===== config.mk =====
export PLATFORM = sky130hd
export DESIGN_NAME = sync_pulse_tempo_detector
export DESIGN_NICKNAME = d
export VERILOG_FILES = /design/src/hdl/spt_pkg.sv /design/src/hdl/sync_pulse_tempo_detector.sv /design/src/hdl/spt_front.sv /design/src/hdl/spt_queue.sv /design/src/hdl/spt_back.sv
export VERILOG_INCLUDE_DIRS = /design/src /design/src/hdl
export SDC_FILE = /design/constraint.sdc
export NUM_CORES = 1
export LEC_CHECK = 0
export BUFFER_PORTS_ARGS = -buffer_cell sky130_fd_sc_hd__buf_4
export CAP_MARGIN = 20
export CORE_ASPECT_RATIO = 1.25
export CORE_MARGIN = 2
export CORE_UTILIZATION = 63
export CTS_CLUSTER_DIAMETER = 100
export DETAILED_ROUTE_END_ITERATION = 6
export HOLD_SLACK_MARGIN = 0.1
export PLACE_DENSITY = 0.78
export SYNTH_ARGS = -nofsm -noshare
export SYNTH_HDL_FRONTEND = slang
export SYNTH_HIERARCHICAL = 1
export SYNTH_SLANG_ARGS = --single-unit

===== constraint.sdc =====
create_clock -name i_clk -period 5.19 [get_ports i_clk]
set_input_delay 0.2595 -clock i_clk [delete_from_list [all_inputs] [get_ports i_clk]]
set_output_delay 0.2595 -clock i_clk [all_outputs]
set_load 0.02 [all_outputs]

===== src/hdl/sync_pulse_tempo_detector_defines.svh =====
// Assertion macros for the sync pulse tempo detector.
// Included by the top level; expects i_clk and i_rst_n in scope.
`ifndef SYNC_PULSE_TEMPO_DETECTOR_DEFINES_SVH
`define SYNC_PULSE_TEMPO_DETECTOR_DEFINES_SVH

// Same-cycle implication, disabled while reset is asserted.
`define SPT_ASSERT_IMP(label, ante, cons, msg) \
    label: assert property (@(posedge i_clk) disable iff (!i_rst_n) (ante) |-> (cons)) \
        else $error(msg);

// Next-cycle implication, disabled while reset is asserted.
`define SPT_ASSERT_NXT(label, ante, cons, msg) \
    label: assert property (@(posedge i_clk) disable iff (!i_rst_n) (ante) |=> (cons)) \
        else $error(msg);

`endif


===== src/hdl/spt_pkg.sv =====
// Shared types and constants of the sync pulse tempo detector.
// No dependencies; imported by every module of the block.
package spt_pkg;

    localparam int SAMPLE_BITS   = 16;
    localparam int TIME_BITS     = 32;
    localparam int THR_BITS      = 15;
    localparam int TEMPO_BITS    = 8;
    localparam int CFG_DATA_BITS = 15;
    localparam int CFG_IDX_BITS  = 2;

    // Width that holds a sample, the threshold and their difference as signed values.
    localparam int CMP_BITS = (SAMPLE_BITS > THR_BITS) ? SAMPLE_BITS + 1 : THR_BITS + 1;

    // Microseconds per minute, the dividend of the tempo divide.
    localparam int                US_BITS       = 26;
    localparam logic [US_BITS-1:0] US_PER_MINUTE = US_BITS'(60000000);
    localparam int                DIV_CNT_BITS  = $clog2(US_BITS);

    localparam int QDEPTH    = 2;
    localparam int QPTR_BITS = $clog2(QDEPTH);

    localparam logic [CFG_IDX_BITS-1:0] CFG_THRESHOLD = CFG_IDX_BITS'(0);
    localparam logic [CFG_IDX_BITS-1:0] CFG_FLOOR     = CFG_IDX_BITS'(1);
    localparam logic [CFG_IDX_BITS-1:0] CFG_CEILING   = CFG_IDX_BITS'(2);

    localparam logic [THR_BITS-1:0]   THR_RESET   = THR_BITS'(6554);
    localparam logic [TEMPO_BITS-1:0] FLOOR_RESET = TEMPO_BITS'(30);
    localparam logic [TEMPO_BITS-1:0] CEIL_RESET  = TEMPO_BITS'(240);
    localparam logic [TEMPO_BITS-1:0] TEMPO_RESET = TEMPO_BITS'(120);

    typedef struct packed {
        logic signed [SAMPLE_BITS-1:0] sync_sample;
        logic [TIME_BITS-1:0]          now_us;
    } t_in;

    typedef struct packed {
        logic [TEMPO_BITS-1:0] tempo_bpm;
        logic                  edge_seen;
        logic                  tempo_updated;
    } t_out;

    typedef struct packed {
        logic [THR_BITS-1:0]   threshold;
        logic [TEMPO_BITS-1:0] tempo_floor;
        logic [TEMPO_BITS-1:0] tempo_ceiling;
    } t_cfg;

    // One classified sample on its way to the tempo unit.
    typedef struct packed {
        logic                 edge_seen;
        logic                 div_go;
        logic [TIME_BITS-1:0] elapsed;
    } t_job;

    typedef struct packed {
        logic full;
        logic empty;
    } t_q_stat;

endpackage


===== src/hdl/sync_pulse_tempo_detector.sv =====
// Top level of the sync pulse tempo detector: configuration registers,
// front end, job queue and tempo unit. Depends on spt_pkg and the defines header.
`include "sync_pulse_tempo_detector_defines.svh"

// Each sync sample beat yields one result beat carrying the current tempo,
// an edge flag and a tempo-accepted flag. A sample that forms no timed edge
// passes through the queue and the result register. A rising edge with a
// nonzero interval since the previous edge goes through the tempo unit: it
// picks up the job, runs the restoring divide of 60000000 by the interval
// (one quotient bit per cycle), rounds and halves, then checks the tempo
// window. A two-entry queue lets the sample input keep taking beats while a
// divide is in progress. Configuration writes take effect at the next clock
// and should be issued only while the block is idle.
module sync_pulse_tempo_detector
    import spt_pkg::*;
(
    input  logic                     i_clk,
    input  logic                     i_rst_n,
    input  logic                     i_in_valid,
    output logic                     o_in_ready,
    input  t_in                      i_in,
    output logic                     o_out_valid,
    input  logic                     i_out_ready,
    output t_out                     o_out,
    input  logic                     i_cfg_we,
    input  logic [CFG_IDX_BITS-1:0]  i_cfg_idx,
    input  logic [CFG_DATA_BITS-1:0] i_cfg_data
);

    t_cfg    r_cfg;
    t_job    push_job, head_job;
    t_q_stat q_stat;
    logic    push, pop;

    always_ff @(posedge i_clk) begin
        if (!i_rst_n) begin
            r_cfg.threshold     <= THR_RESET;
            r_cfg.tempo_floor   <= FLOOR_RESET;
            r_cfg.tempo_ceiling <= CEIL_RESET;
        end else if (i_cfg_we) begin
            unique case (i_cfg_idx)
                CFG_THRESHOLD: r_cfg.threshold     <= i_cfg_data[THR_BITS-1:0];
                CFG_FLOOR:     r_cfg.tempo_floor   <= i_cfg_data[TEMPO_BITS-1:0];
                CFG_CEILING:   r_cfg.tempo_ceiling <= i_cfg_data[TEMPO_BITS-1:0];
                default:       r_cfg <= r_cfg;
            endcase
        end
    end

    spt_front u_front (
        .i_clk    (i_clk),
        .i_rst_n  (i_rst_n),
        .i_valid  (i_in_valid),
        .o_ready  (o_in_ready),
        .i_in     (i_in),
        .i_cfg    (r_cfg),
        .i_q_stat (q_stat),
        .o_push   (push),
        .o_job    (push_job)
    );

    spt_queue u_queue (
        .i_clk   (i_clk),
        .i_rst_n (i_rst_n),
        .i_push  (push),
        .i_job   (push_job),
        .i_pop   (pop),
        .o_head  (head_job),
        .o_stat  (q_stat)
    );

    spt_back u_back (
        .i_clk       (i_clk),
        .i_rst_n     (i_rst_n),
        .i_cfg       (r_cfg),
        .i_head      (head_job),
        .i_q_stat    (q_stat),
        .o_pop       (pop),
        .o_out_valid (o_out_valid),
        .i_out_ready (i_out_ready),
        .o_out       (o_out)
    );

    // An accepted tempo always comes from an edge.
    `SPT_ASSERT_IMP(a_update_needs_edge, o_out_valid && o_out.tempo_updated, o_out.edge_seen, "tempo update without edge")

    // An accepted tempo lies inside the configured window.
    `SPT_ASSERT_IMP(a_update_in_window, o_out_valid && o_out.tempo_updated, (o_out.tempo_bpm >= r_cfg.tempo_floor) && (o_out.tempo_bpm <= r_cfg.tempo_ceiling), "accepted tempo outside window")

    // A beat taken into an empty queue is held there on the next cycle.
    `SPT_ASSERT_NXT(a_push_lands, i_in_valid && o_in_ready && q_stat.empty, !q_stat.empty, "accepted sample lost in queue")

endmodule


===== src/hdl/spt_front.sv =====
// Front end: accepts sync samples, tracks the cached level and edge time,
// and classifies each sample into a job. Depends on spt_pkg.
module spt_front
    import spt_pkg::*;
(
    input  logic    i_clk,
    input  logic    i_rst_n,
    input  logic    i_valid,
    output logic    o_ready,
    input  t_in     i_in,
    input  t_cfg    i_cfg,
    input  t_q_stat i_q_stat,
    output logic    o_push,
    output t_job    o_job
);

    logic signed [SAMPLE_BITS-1:0] r_cached, n_cached;
    logic [TIME_BITS-1:0]          r_last_time, n_last_time;

    logic signed [CMP_BITS-1:0] s_ext, c_ext, thr_ext, diff, diff_abs;
    logic                       moved, rising;

    assign o_ready = !i_q_stat.full;
    assign o_push  = i_valid && o_ready;

    always_comb begin
        s_ext    = CMP_BITS'(i_in.sync_sample);
        c_ext    = CMP_BITS'(r_cached);
        thr_ext  = signed'(CMP_BITS'(i_cfg.threshold));
        diff     = s_ext - c_ext;
        diff_abs = (diff < 0) ? -diff : diff;
        moved    = diff_abs > thr_ext;
        rising   = moved && (c_ext < thr_ext) && (s_ext > thr_ext);

        o_job.edge_seen = rising;
        o_job.elapsed   = i_in.now_us - r_last_time;
        o_job.div_go    = rising && (o_job.elapsed != '0);

        n_cached    = (o_push && moved)  ? i_in.sync_sample : r_cached;
        n_last_time = (o_push && rising) ? i_in.now_us      : r_last_time;
    end

    always_ff @(posedge i_clk) begin
        if (!i_rst_n) begin
            r_cached    <= '0;
            r_last_time <= '0;
        end else begin
            r_cached    <= n_cached;
            r_last_time <= n_last_time;
        end
    end

endmodule


===== src/hdl/spt_queue.sv =====
// Short job queue between the front end and the tempo unit.
// Depends on spt_pkg for the job type and depth.
module spt_queue
    import spt_pkg::*;
(
    input  logic    i_clk,
    input  logic    i_rst_n,
    input  logic    i_push,
    input  t_job    i_job,
    input  logic    i_pop,
    output t_job    o_head,
    output t_q_stat o_stat
);

    t_job                 r_mem [QDEPTH];
    logic [QPTR_BITS-1:0] r_wr, r_rd;
    logic [QPTR_BITS:0]   r_count;

    assign o_stat.full  = (r_count == (QPTR_BITS + 1)'(QDEPTH));
    assign o_stat.empty = (r_count == '0);
    assign o_head       = r_mem[r_rd];

    always_ff @(posedge i_clk) begin
        if (i_push) begin
            r_mem[r_wr] <= i_job;
        end
    end

    always_ff @(posedge i_clk) begin
        if (!i_rst_n) begin
            r_wr    <= '0;
            r_rd    <= '0;
            r_count <= '0;
        end else begin
            if (i_push) begin
                r_wr <= r_wr + 1'b1;
            end
            if (i_pop) begin
                r_rd <= r_rd + 1'b1;
            end
            case ({i_push, i_pop})
                2'b10:   r_count <= r_count + 1'b1;
                2'b01:   r_count <= r_count - 1'b1;
                default: r_count <= r_count;
            endcase
        end
    end

endmodule


===== src/hdl/spt_back.sv =====
// Tempo unit: takes jobs from the queue, divides the minute by the edge
// interval one quotient bit per cycle, and drives the result register.
// Depends on spt_pkg.
module spt_back
    import spt_pkg::*;
(
    input  logic    i_clk,
    input  logic    i_rst_n,
    input  t_cfg    i_cfg,
    input  t_job    i_head,
    input  t_q_stat i_q_stat,
    output logic    o_pop,
    output logic    o_out_valid,
    input  logic    i_out_ready,
    output t_out    o_out
);

    typedef enum logic [1:0] {
        S_IDLE,
        S_DIV,
        S_RND,
        S_FIN
    } t_state;

    t_state                  r_state, n_state;
    logic                    r_out_valid, n_out_valid;
    t_out                    r_out, n_out;
    logic [TEMPO_BITS-1:0]   r_tempo, n_tempo;
    logic [TIME_BITS-1:0]    r_div, n_div;
    logic [TIME_BITS-1:0]    r_rem, n_rem;
    logic [US_BITS-1:0]      r_quo, n_quo;
    logic [DIV_CNT_BITS-1:0] r_cnt, n_cnt;

    logic                 out_free;
    logic [TIME_BITS:0]   trial;
    logic                 round_up;
    logic                 in_range;

    assign out_free    = !r_out_valid || i_out_ready;
    assign o_out_valid = r_out_valid;
    assign o_out       = r_out;

    always_comb begin
        n_state     = r_state;
        n_out_valid = r_out_valid && !i_out_ready;
        n_out       = r_out;
        n_tempo     = r_tempo;
        n_div       = r_div;
        n_rem       = r_rem;
        n_quo       = r_quo;
        n_cnt       = r_cnt;
        o_pop       = 1'b0;

        trial    = {r_rem, US_PER_MINUTE[r_cnt]};
        round_up = {r_rem, 1'b0} >= {1'b0, r_div};
        in_range = (r_quo >= US_BITS'(i_cfg.tempo_floor))
                && (r_quo <= US_BITS'(i_cfg.tempo_ceiling));

        unique case (r_state)
            S_IDLE: begin
                if (!i_q_stat.empty && out_free) begin
                    o_pop = 1'b1;
                    if (i_head.div_go) begin
                        n_div   = i_head.elapsed;
                        n_rem   = '0;
                        n_quo   = '0;
                        n_cnt   = DIV_CNT_BITS'(US_BITS - 1);
                        n_state = S_DIV;
                    end else begin
                        n_out_valid         = 1'b1;
                        n_out.tempo_bpm     = r_tempo;
                        n_out.edge_seen     = i_head.edge_seen;
                        n_out.tempo_updated = 1'b0;
                    end
                end
            end
            S_DIV: begin
                // Restoring divide: the partial remainder always stays below the divisor.
                if (trial >= {1'b0, r_div}) begin
                    n_rem = TIME_BITS'(trial - {1'b0, r_div});
                    n_quo = {r_quo[US_BITS-2:0], 1'b1};
                end else begin
                    n_rem = trial[TIME_BITS-1:0];
                    n_quo = {r_quo[US_BITS-2:0], 1'b0};
                end
                n_cnt = r_cnt - 1'b1;
                if (r_cnt == '0) begin
                    n_state = S_RND;
                end
            end
            S_RND: begin
                // Round to nearest with ties up, then halve; r_quo now holds the tempo.
                n_quo   = (r_quo + US_BITS'(round_up)) >> 1;
                n_state = S_FIN;
            end
            S_FIN: begin
                if (out_free) begin
                    n_out_valid         = 1'b1;
                    n_out.edge_seen     = 1'b1;
                    n_out.tempo_updated = in_range;
                    if (in_range) begin
                        n_tempo         = r_quo[TEMPO_BITS-1:0];
                        n_out.tempo_bpm = r_quo[TEMPO_BITS-1:0];
                    end else begin
                        n_out.tempo_bpm = r_tempo;
                    end
                    n_state = S_IDLE;
                end
            end
            default: n_state = S_IDLE;
        endcase
    end

    always_ff @(posedge i_clk) begin
        if (!i_rst_n) begin
            r_state     <= S_IDLE;
            r_out_valid <= 1'b0;
            r_tempo     <= TEMPO_RESET;
        end else begin
            r_state     <= n_state;
            r_out_valid <= n_out_valid;
            r_tempo     <= n_tempo;
        end
        r_out <= n_out;
        r_div <= n_div;
        r_rem <= n_rem;
        r_quo <= n_quo;
        r_cnt <= n_cnt;
    end

endmodule


==> results.md, run 1 <==
- The terminus of the critical flop-to-flop path is u_front/r_last_time[3].
- Compared with the post-synthesis result, the final layout area differs by 14.8%.
- The total global-route track usage is a little over a quarter.
- The via density per instance is between 6 and 7.
- The post-synthesis area per instance is approximately 9.5 sq um.
- The internal power of the cells totals ~6.6 mW.
- The number of antenna violations at the first check in global routing came to 0.
- The detailed-routing iteration count for the pre-antenna-repair pass is 5.
- The area enclosed by the die boundary is between 20000 and 30000 sq um.
- The count of cells along the worst hold path is 4.
- The setup check on the worst reg-to-reg path leaves a slack of ~260 ps.
- The worst hold path terminates at u_back/o_out_valid.
- The transition time of the tightest slew-check pin is ~1100 ps.
- After global routing the overflow that remains totals 0.
- After legalization and detailed placement, the total HPWL measured 28100 um.
- Cells with a size suffix above 1 make up 12.1% of the layout.
- The post-route non-filler standard cell count is 2382.
- The final number of max-transition violations is 0.
- During placement, the flow inserted port buffers numbering 81.
- The largest single stage delay on the critical path is approximately 390 ps.
- The highest-delay cell along the critical path is sky130_fd_sc_hd__or3_4.
- sky130_fd_sc_hd__nand2_1 is the most common cell in the netlist.
- The number of fill cells in the layout is 2002.
- The number of global-route vias before repair is ~14000.
- The share of total power dissipated in the clock network is between 10% and 20%.
- The maximum clock skew at final layout is approximately 17 ps.
- The routed design has 41000 um of wire.
- The area share of the leading cell type in the synthesized netlist is between 20 and 30%.
- CTS built an H-tree with a depth of 1.
- Based on the critical path, the design can be clocked at up to between 200 and 250 MHz.
- The remaining antenna violation count is 0.
- The critical path goes through ha_4, fa_2, nand2b_4, a21oi_4, xnor2_2, nand4_1, or2_4, or3_4, or3_4, o31ai_2, xnor2_1, ha_1, nand4_1, o32ai_2, a31oi_2, or2_2, a31oi_1, o2bb2ai_2, and3_4, buf_12, mux2i_4.
- Adding up every negative setup slack in the final design gives 0 ps.
- The CTS tree is done.
- The initial detailed-routing violation count is roughly 1000.
- The post-route minimum period is approximately 4900 ps.
- In this run the worst hold path is classified as in -> reg.
- The worst setup path is captured at a flip-flop.
- The switching power of the nets is about 4.3 mW.
- Of the total power, the share spent switching nets is about 40%.
- Along the worst path, the maximum fanout reaches 8.
- The synthesis warning total is 6.
- Counting flops and latches in the post-synthesis netlist gives approximately 270.
- The total placed cells including tap cells is between 2000 and 2500.
- The cell type with the largest total area after synthesis is sky130_fd_sc_hd__edfxtp_1.
- Across the VDD grid, the largest voltage drop is 424 uV.
- The number of enable-type register cells in the synthesized netlist is around 170.
- The number of antenna diodes in the final layout is 0.
- The sequential cells in the finished layout cover a total of about 7100 sq um.
- The die is around 190 um tall.
- After clock tree synthesis, the clock-pin slew on the worst setup and hold paths is around 60 ps.
- The floorplan step defined a core boundary enclosing ~28000 sq um.
- Setup violations remaining at the end of the flow were counted as 0.
- The commonest cells after synthesis are sky130_fd_sc_hd__nand2_1, sky130_fd_sc_hd__edfxtp_1, sky130_fd_sc_hd__inv_1.
- The type of element launching the critical path is a flip-flop.
- The run finished with clean final reports.
- The initial utilization of the core area, before any placement, comes to a little under two thirds.
- The cell count after synthesis came out at around 1900.
- The area taken by multi-input logic gates is 9910 sq um.
- The synthesized net count is roughly 2100.
- The post-synthesis sequential area ratio is 39.8%.
- The synthesized cell area is ~18000 sq um.
- The final hold violation count is 0.
- Data on the critical path arrives at its endpoint at roughly 5400 ps.
- The number of different library cells used by synthesis comes to approximately 90.
- The async set or reset register ratio after synthesis is 0%.
- The period utilization is a little over nine tenths.
- During I/O placement, the number of pins put on the boundary was 82.
- The remaining max-slew budget at the tightest pin is ~28%.
- After detailed routing, the average wire length per cell comes to between 15 and 20 um.
- In the routed design, unresolved DRC markers number 0.
- The die boundary width is 155 um.
- The clock network latency to the later pin of the worst-skew pair is roughly 560 ps.
- The count of standard-cell rows is 69.
- The number of clock sinks is 269.
- By area the synthesized netlist is led by sky130_fd_sc_hd__edfxtp_1, sky130_fd_sc_hd__dfxtp_1, sky130_fd_sc_hd__ha_1.
- Final hold analysis gives a worst-case slack of ~160 ps.
- Entering global routing, the biggest net connects between 90 and 100 pins.
- The deepest clock path buffer count is 3.
- The global placement routability congestion is between 0.9 and 1.
- Sequential cells account for 31.0% of the total power.
- Among all flip-flop cells after synthesis, the most frequent one is sky130_fd_sc_hd__edfxtp_1.
- The first global-routing pass estimated ~66000 um of wire.
- The post-route core utilization is between 70 and 80%.
- The critical path in this run is classified as reg -> reg.
- The final route contains between 10000 and 15000 vias.
- The number of cells on the worst reg-to-reg path is 21.
- For this run, the post-layout net count is about 2200.
- The root buffer selected by CTS is sky130_fd_sc_hd__clkbuf_16.
- The CTS buffer count is 28.
- In this run the power density over the cells is roughly 530 nW/um^2.
- The leakage power is ~8.2 nW.
- The max-cap violation count is 0.
- The worst hold path begins at i_out_ready.
- The worst register-to-register path begins at u_front/r_cached[0].
- The critical path required time is about 5600 ps.
- The combinational fraction of design power is around 50%.
[timing repair]
action | 4_1_cts | 5_1_grt
buffers inserted | 0 | 2
hold buffers | 67 | 0
cloned | 1 | 1
pin swaps | 1 | 13
gates resized for setup | 2 | 25
endpoints found under the hold margin | 78 | 0
endpoints found under the setup margin | 3 | 52
[flip-flops by register name, indices dropped and copies added (netlist names), 10 cells and up, named ones only]
register and flops:
r_cfg 31, u_back/o_out 10, u_back/r_div 32, u_back/r_quo 26, u_back/r_rem 32, u_front/r_cached 16
u_front/r_last_time 32, u_queue/r_mem 68
[worst max path at each step]
stage	startpoint	end	cells past startpoint
2_1_floorplan	i_in[32]	u_front/r_last_time[10]	24
5_1_grt	u_front/r_cached[5]	u_front/r_last_time[17]	22
3_3_place_gp	i_in[32]	u_front/r_last_time[7]	25
4_1_cts	u_front/r_cached[0]	u_front/r_last_time[3]	23
3_5_place_dp	i_in[32]	u_front/r_last_time[7]	25
6_report	u_front/r_cached[0]	u_front/r_last_time[3]	21
[critical path: cells and delay by family, from the launching register on]
kind                     cells  cell delay (ps)
AO/OA/AOI/OAI                6             1080
multiplexers                 1              190
AND/OR/NAND/NOR              8             1920
adder cells (fa/ha/maj)      3              870
XOR/XNOR                     2              230
buffers and inverters        1              170
flip-flops                   1              340
[placed cells by master, fill, tap and decap left out, drive strengths merged, types with 56 or more instances in the layout]
cell / Yosys / layout
nor2: 96 / 96
a21oi: 107 / 107
dfxtp: 96 / 96
dlygate4sd3: 0 / 67
ha: 150 / 150
buf: 29 / 108
inv: 154 / 154
xnor2: 56 / 56
mux2i: 90 / 90
edfxtp: 173 / 173
nand2: 228 / 228
o21ai: 72 / 72
[metrics by stage]
| stage | cell area [sq um] | power, mW | setup slack [ps] |
|---|---|---|---|
| finish | 20500 | 10.9 | 255 |
| global route | 20500 | 11.7 | -16.4 |
| CTS | 20400 | 10.8 | 28.5 |
| detailed placement | 18700 | 8.60 | -85.4 |
| global placement | 18700 | 8.41 | 47.8 |
| floorplan | 17900 | 7.39 | 375 |
[logic make-up after synthesis]
kind of cell	Yosys count	share of synthesized area, %
DFF	269	39.8
AOI/OAI and AO/OA	389	14.4
and+or+nand+nor	617	17.5
muxes	134	7.80
buffers and inverters	228	5.55
adders and majority gates	153	10.8
xor gates and xnor gates	85	4.16
[per-layer routing]
| metal | track usage (%) | up-vias | share of wire, % |
|---|---|---|---|
| met1 | 34.3 | 6890 | 43 |
| met4 | 9.08 | 0 | 2.6 |
| met3 | 3.44 | 87 | 4.7 |
| li1 | - | 7048 | - |
| met5 | 0 | - | 0 |
| met2 | 47.8 | 376 | 50 |
[cell type report]
type | instances | share of cell area (%)
multi-input combinational | 1378 | 48.2
sequential | 269 | 34.7
timing repair buffer | 176 | 7.54
clock buffer | 37 | 3.88
inverter | 154 | 2.81
tap | 355 | 2.16
clock inverter | 13 | 0.688
[power by group through the flow]
stage | logic [mW] | registers, mW | clock network [mW]
final | 5.50 | 3.39 | 2.05
after global routing | 6.09 | 3.45 | 2.17
after CTS | 5.29 | 3.38 | 2.09
after detailed placement | 5.18 | 3.42 | 0
after global placement | 5.02 | 3.39 | 0
after floorplan | 4.07 | 3.33 | 0
No activity file was read; power rests on OpenSTA's default activity.
==> inputs of run 2 (changes only) <==
PLACE_DENSITY = 0.88   (was 0.78)
==> run 2 against run 1 <==
Compared with the run above: clock skew decreased by 6.9 ps; maximum frequency decreased by 3.0%; largest cell class unchanged; worst hold slack got worse by 38 ps; die area unchanged.
==> results.md, run 2 (synthesized netlist as in run 1, its figures left out) <==
- Once placement completed, the tool counted placed cells totaling between 2000 and 2500.
- TritonCTS built the clock tree.
- In the final routed layout, each cell accounts on average for 18.7 um.
- TritonCTS created 28 clock buffers.
- The worst register-to-register path ends at u_front/r_last_time[3].
- The tightest hold path in the finished design has a slack of between 100 and 150 ps.
- Global routing used between 20% and 30% of the available tracks across all layers.
- The register with the most flip-flops is u_queue/r_mem.
- The worst setup slack after placement is -74.5 ps.
- The first TritonRoute pass finished after 6 iterations.
- STA classifies the critical path startpoint as a flip-flop.
- The transition time of the tightest slew-check pin is roughly 1200 ps.
- The global placement routability congestion is around 0.95.
- The clock reaches the later pin of the worst-skew pair after ~540 ps.
- The detailed router finished its first iteration with roughly 1300 violations.
- The power density normalized to cell area is between 500 and 600 nW/um^2.
- The number of top-level pins is 82.
- Data arrives at the worst endpoint at between 5000 and 6000 ps.
- The register with the most flip-flops in the layout has 68 of them.
- The critical path required time is approximately 5600 ps.
- The clock period could shrink to between 5000 and 6000 ps.
- The die is slightly below 200 um tall.
- The first global-routing pass estimated 70100 um of wire.
- The area enclosed by the die boundary is between 20000 and 30000 sq um.
- The via density per instance is roughly 6.3.
- Clock-pin slew was measured on the worst setup and hold paths at about 70 ps.
- The number of global-route vias before repair is between 10000 and 15000.
- The die boundary width is between 150 and 200 um.
- The remaining antenna violation count is 0.
- The maximum clock skew at final layout is about 9.7 ps.
- Along the worst path, the maximum fanout reaches 8.
- The deepest level of the CTS H-tree is 1.
- The worst pin sits at a relative slew slack of a little under a quarter.
- In this run the static leakage power is 8.19 nW.
- The path type of the worst setup path is reg -> reg.
- The highest clock rate is ~200 MHz.
- After detailed routing, the total wire length is approximately 45000 um.
- Across all layers, the routed design uses around 15000 vias.
- The hold path endpoint is r_cfg[10].
- The post-detailed-placement half-perimeter wirelength is roughly 29000 um.
- Summed over all layers, the global routing overflow is 0.
- Once the floorplan was initialized, standard cells occupied approximately 63% of the core.
- The number of cells on the worst reg-to-reg path is 22.
- The area growth from synthesis to layout is 14.7%.
- The worst hold path begins at i_cfg_idx[0].
- In the finished design, the share of the clock period the worst path needs comes to ~100%.
- The root buffer selected by CTS is sky130_fd_sc_hd__clkbuf_16.
- The number of antenna violations at the first check in global routing was 1.
- The maximum number of pins on one net before global-route repair is between 80 and 90.
- The finished layout holds around 2400 standard cells, fillers aside.
- Leaving out fill and tap cells, the most frequent cell in the layout is sky130_fd_sc_hd__nand2_1.
- In the layout the commonest cells are sky130_fd_sc_hd__nand2_1, sky130_fd_sc_hd__edfxtp_1, sky130_fd_sc_hd__inv_1, sky130_fd_sc_hd__ha_1, sky130_fd_sc_hd__a21oi_1.
- STA classifies the critical path endpoint as a flip-flop.
- The post-route core utilization is between 70% and 80%.
- The sum of negative setup slack is 0 ps.
- Once routing completed, OpenROAD measured the worst setup slack at just over 100 ps.
- The number of nets in the layout is approximately 2200.
- The final number of setup-violating endpoints is 0.
- The core region is 28200 sq um.
- The final number of max-transition violations is 0.
- No sink is reached through more buffers than the 3 on the longest clock path.
- The count of standard-cell rows is 69.
- The startpoint identified for the worst register-to-register timing path is u_front/r_cached[2].
- The class of the most critical hold timing path is in -> reg.
- The post-route netlist has 12.4% of its cells at a drive strength greater than 1.
- The number of clock sinks is about 270.
- The peak supply drop is 423 uV.
- The count of cells along the worst hold path is 3.
- The count of inserted antenna diode cells is 0.
- The final hold violation count is 0.
- The flow ran to the end, and the final reports show no timing, DRC or antenna violations.
- The max-cap violation count is 0.
- The count of buffers added on input and output ports is roughly 80.
- The residual DRC count is 0.
- The minimum setup slack among reg-to-reg paths is between 100 and 150 ps.
## run 2: worst max-delay path by stage
stage,start,endpoint,slack (ps),cells after the start
global placement,i_in[32],u_front/r_last_time[0],40,25
global route,i_in[34],u_front/r_last_time[25],-50,24
CTS,u_front/r_cached[0],u_front/r_last_time[19],30,23
floorplan,i_in[32],u_front/r_last_time[10],380,24
detailed placement,i_in[32],u_front/r_last_time[5],-70,25
finish,u_front/r_cached[2],u_front/r_last_time[3],100,22
## run 2: critical path, stage by stage, from the launching register on
cell	delay [ps]
sky130_fd_sc_hd__dfxtp_1	370
sky130_fd_sc_hd__inv_1	60
sky130_fd_sc_hd__ha_2	400
sky130_fd_sc_hd__nand2_1	60
sky130_fd_sc_hd__o21ai_0	260
sky130_fd_sc_hd__xnor2_1	230
sky130_fd_sc_hd__nand4_1	150
sky130_fd_sc_hd__or2_4	250
sky130_fd_sc_hd__or3_1	390
sky130_fd_sc_hd__or3_4	400
sky130_fd_sc_hd__nand2_1	90
sky130_fd_sc_hd__xnor2_1	60
sky130_fd_sc_hd__ha_1	320
sky130_fd_sc_hd__and4_4	210
sky130_fd_sc_hd__nand4_1	100
sky130_fd_sc_hd__o32ai_1	370
sky130_fd_sc_hd__a31oi_2	90
sky130_fd_sc_hd__or2_2	300
sky130_fd_sc_hd__a31oi_1	170
sky130_fd_sc_hd__o2bb2ai_2	90
sky130_fd_sc_hd__and3_4	240
sky130_fd_sc_hd__buf_12	170
sky130_fd_sc_hd__mux2i_4	190
## run 2: through the flow
stage | power, mW | cell area (sq um)
4_1_cts | 10.7 | 20300
3_5_place_dp | 8.64 | 18800
2_1_floorplan | 7.39 | 17900
3_3_place_gp | 8.39 | 18700
6_report | 11.1 | 20500
5_1_grt | 11.8 | 20500
## run 2: report_power, final
part           switching [mW]  internal (mW)
clock                   0.841           1.16
sequential              0.360           3.04
combinational            3.31           2.39
total                    4.52           6.60
## run 2: routing by layer
metal  GRT usage [%]  routed length, um  up-vias  share of wire, %
li1                -                  -     7039                 -
met1            34.2              17600     7221                39
met2            52.0              22800      603                51
met3            3.66               2550      155               5.7
met4            11.6               1680        0               3.8
met5               0                  0        -                 0
## run 2: cell type report
class / instances / area [sq um]
multi-input cells: 1378 / 9880
fillers: 1801 / 7710
flip-flops and latches: 269 / 7120
repair buffers: 177 / 1580
clock buffers: 42 / 836
inverters: 154 / 578
well taps: 355 / 444
clock inverters: 10 / 85.1
## run 2: what timing repair did
| item | CTS | global route |
|---|---|---|
| endpoints found under the setup margin | 0 | 50 |
| hold buffers | 65 | 0 |
| endpoints found under the hold margin | 76 | 0 |
| resized for setup | 0 | 21 |
| setup buffers | 0 | 1 |
==> inputs of run 3 (changes only) <==
GPL_TIMING_DRIVEN = 0   (was unset)
==> run 3 against run 2 <==
Compared with the run above: combinational power is 7.5% higher; flip-flop and latch count stayed put; final cell count is 2.3% higher; critical endpoint is now u_front/r_last_time[7]; the flow now finishes with violations (setup timing).
==> results.md, run 3 (synthesized netlist as in run 1, its figures left out) <==
- The count of standard-cell rows is about 70.
- The clock input transition at the sequential cells of the worst setup and hold paths is 70 ps.
- The final hold violation count came to 0.
- The final number of max-transition violations was 0.
- Walking the worst path, the cells encountered are inv_1, ha_2, o211ai_1, a21o_1, a21boi_1, o32ai_1, or3_4, or3_4, nand2_2, xnor2_1, ha_1, and4_4, nand4_1, a31oi_1, a21oi_1, a31oi_2, nor3_2, a31oi_1, o2bb2ai_2, and3_4, buf_12, buf_12, mux2i_2.
- The worst setup margin is -87.1 ps.
- The ratio of cells with drive above 1 in the final layout is between 10 and 15%.
- In the final routing, the length of wire on met1 measures between 15000 and 20000 um.
- The sum of negative setup slack is -1160 ps.
- The number of antenna diodes in the final layout is 0.
- The global placement routability congestion is about 0.94.
- Summed over all layers, the routed wires come to 49400 um.
- Among cell families on the critical path, the largest total delay comes from compound AO/OA/AOI/OAI gates.
- For this design the static power due to leakage is 8.31 nW.
- Counting the buffers created by CTS gives 27.
- Entering global routing, the biggest net connects 38 pins.
- The number of nets in the layout is around 2300.
- At the pin with the least slew margin, the transition time is approximately 860 ps.
- The wire length of the first global-routing pass is around 74000 um.
- The root buffer selected by CTS is sky130_fd_sc_hd__clkbuf_16.
- The endpoint arrival time on the critical path is between 5000 and 6000 ps.
- The count of nets left with antenna violations once routing finished came out at 0.
- The number of global-route vias before repair was between 10000 and 15000.
- Dividing the final minimum period by the clock period gives 102%.
- The pre-antenna-repair detailed-routing pass consisted of 7 iterations.
- Counting both buffers and inverters, the worst setup path holds a total of 3.
- The total global-route track usage is a little under a third.
- The remaining max-slew budget at the tightest pin is 42.9%.
- The critical path required time is 5640 ps.
- The CTS tree is done.
- The residual DRC count is 0.
- The power density normalized to cell area is 548 nW/um^2.
- The library cell used most frequently in the layout, excluding fill and tap cells, is sky130_fd_sc_hd__nand2_1.
- Cells fill approximately 74% of the core in the end.
- Setup violations remaining at the end of the flow were counted as 30.
- The register with the most flip-flops is u_queue/r_mem.
- In the layout the commonest cells are sky130_fd_sc_hd__nand2_1, sky130_fd_sc_hd__edfxtp_1, sky130_fd_sc_hd__inv_1, sky130_fd_sc_hd__ha_1, sky130_fd_sc_hd__a21oi_1.
- The HPWL after detailed placement is just over 30000 um.
- The deepest clock path buffer count is 3.
- The die is 155 um wide.
- The type of element launching the critical path is a flip-flop.
- Summed over all nets, wire length on met3 after detailed routing comes to about 3400 um.
- The proportion of power drawn by the clock network is 16.6%.
- The total area inside the core boundary comes to about 28000 sq um.
- The remaining global-route overflow is 0.
- The highest metal layer carrying signal wires in the routed design is met4.
- The highest-delay cell along the critical path is sky130_fd_sc_hd__ha_2.
- Leaving out filler cells and counting taps, the final layout contains 2439.
- The total placed cells including tap cells is around 2300.
- The final route contains approximately 16000 vias.
- The checks that failed: setup timing.
- Along the worst path, the maximum fanout reaches 8.
- Combinational logic burns a little over half of the power.
- The switching power of the nets is around 4.8 mW.
- Once the floorplan was initialized, standard cells occupied between 60 and 70% of the core.
- Based on the critical path, the design can be clocked at up to between 150 and 200 MHz.
- The critical path's largest stage delay is about 430 ps.
- The number of clock sinks is 269.
- The area enclosed by the die boundary is 29800 sq um.
- The post-route minimum period is between 5000 and 6000 ps.
- The path type of the worst setup path is reg -> reg.
- Fill cells in the final layout number 1688.
- The switching share of power is between 40% and 50%.
- The part of the total power dissipated in sequential elements is between 20% and 30%.
- The endpoint class of the critical path is a flip-flop.
- The deepest level of the CTS H-tree is 1.
- The die height is 192 um.
- The path class of the tightest hold or removal check is in -> reg.
- The max-cap violation count is 0.
- The number of antenna violations at the first check in global routing was 0.
- Compared with the post-synthesis result, the final layout area differs by 16.9%.
- The initial detailed-routing violation count is around 1600.
- The register with the most flip-flops in the layout has ~70 of them.
- Setup repair after global routing could not meet its margin everywhere.
- The flow ran to the end, but the final reports show violations.
- The maximum clock skew at final layout is approximately 24 ps.
- Using the TritonRoute via totals, the vias-per-cell ratio works out to 6.51.
- The clock reaches the later pin of the worst-skew pair after ~550 ps.
- The count of input and output buffers is between 80 and 90.
- The detailed-route wire length per cell is 20.2 um.
- The peak supply drop is about 470 uV.
- Wire segments on met2 add up to ~24000 um in the final route.
- The number of top-level pins is between 80 and 90.
- The cell-internal power is between 6 and 7 mW.
[run 3: cell type report]
class                      count  area, sq um  area share [%]
timing repair buffer         164         1500            7.16
buffer                        71          405            1.94
multi-input combinational   1378        10000            47.9
clock inverter                14          110           0.526
tap                          355          444            2.12
sequential                   269         7120            34.0
inverter                     154          578            2.76
clock buffer                  34          743            3.55
[run 3: final timing paths]
kind | from | to | slack (ps) | cells past startpoint
worst min-delay path | i_cfg_we | r_cfg[29] | 170 | 3
worst min register to register | u_front/r_last_time[10] | u_front/r_last_time[10] | 460 | 2
worst max register to register | u_front/r_cached[4] | u_front/r_last_time[7] | -90 | 23
worst max-delay path | u_front/r_cached[4] | u_front/r_last_time[7] | -90 | 23
[run 3: through the flow]
step | power [mW] | cell area [sq um] | hold slack, ps | worst slack (ps)
global placement | 8.42 | 18900 | 440 | -325
finish | 11.5 | 20900 | 170 | -87.1
detailed placement | 8.70 | 19000 | 446 | -441
floorplan | 7.39 | 17900 | 377 | 375
global route | 12.0 | 20900 | 160 | -215
CTS | 10.8 | 20600 | 131 | 14.7
[run 3: worst register-to-register path, delay by kind of cell, from the launching register on]
family                     cells  cell delay, ps
AOI/OAI and AO/OA              9            1840
xor gates and xnor gates       1              70
adders and majority gates      2             760
buffers and inverters          3             390
DFF                            1             410
muxes                          1             230
and+or+nand+nor                7            1480
[run 3: metal layers]
layer | vias to the layer above | global-route usage (%)
li1 | 7157 | -
met1 | 7507 | 36.6
met2 | 950 | 53.5
met3 | 273 | 3.21
met4 | 0 | 15.8
met5 | - | 0
[run 3: what timing repair did]
| item | in CTS | in global routing |
|---|---|---|
| hold buffers | 64 | 0 |
| pin swaps | 5 | 16 |
| endpoints found under the setup margin | 52 | 52 |
| gates cloned | 0 | 3 |
| endpoints found under the hold margin | 84 | 0 |
| setup buffers | 2 | 8 |
| resized for setup | 16 | 37 |
[run 3: power groups by stage]
stage	registers (mW)	clock network, mW	logic [mW]
2_1_floorplan	3.33	0	4.07
3_3_place_gp	3.39	0	5.03
3_5_place_dp	3.42	0	5.28
4_1_cts	3.39	1.92	5.51
5_1_grt	3.46	2.00	6.56
6_report	3.42	1.91	6.14
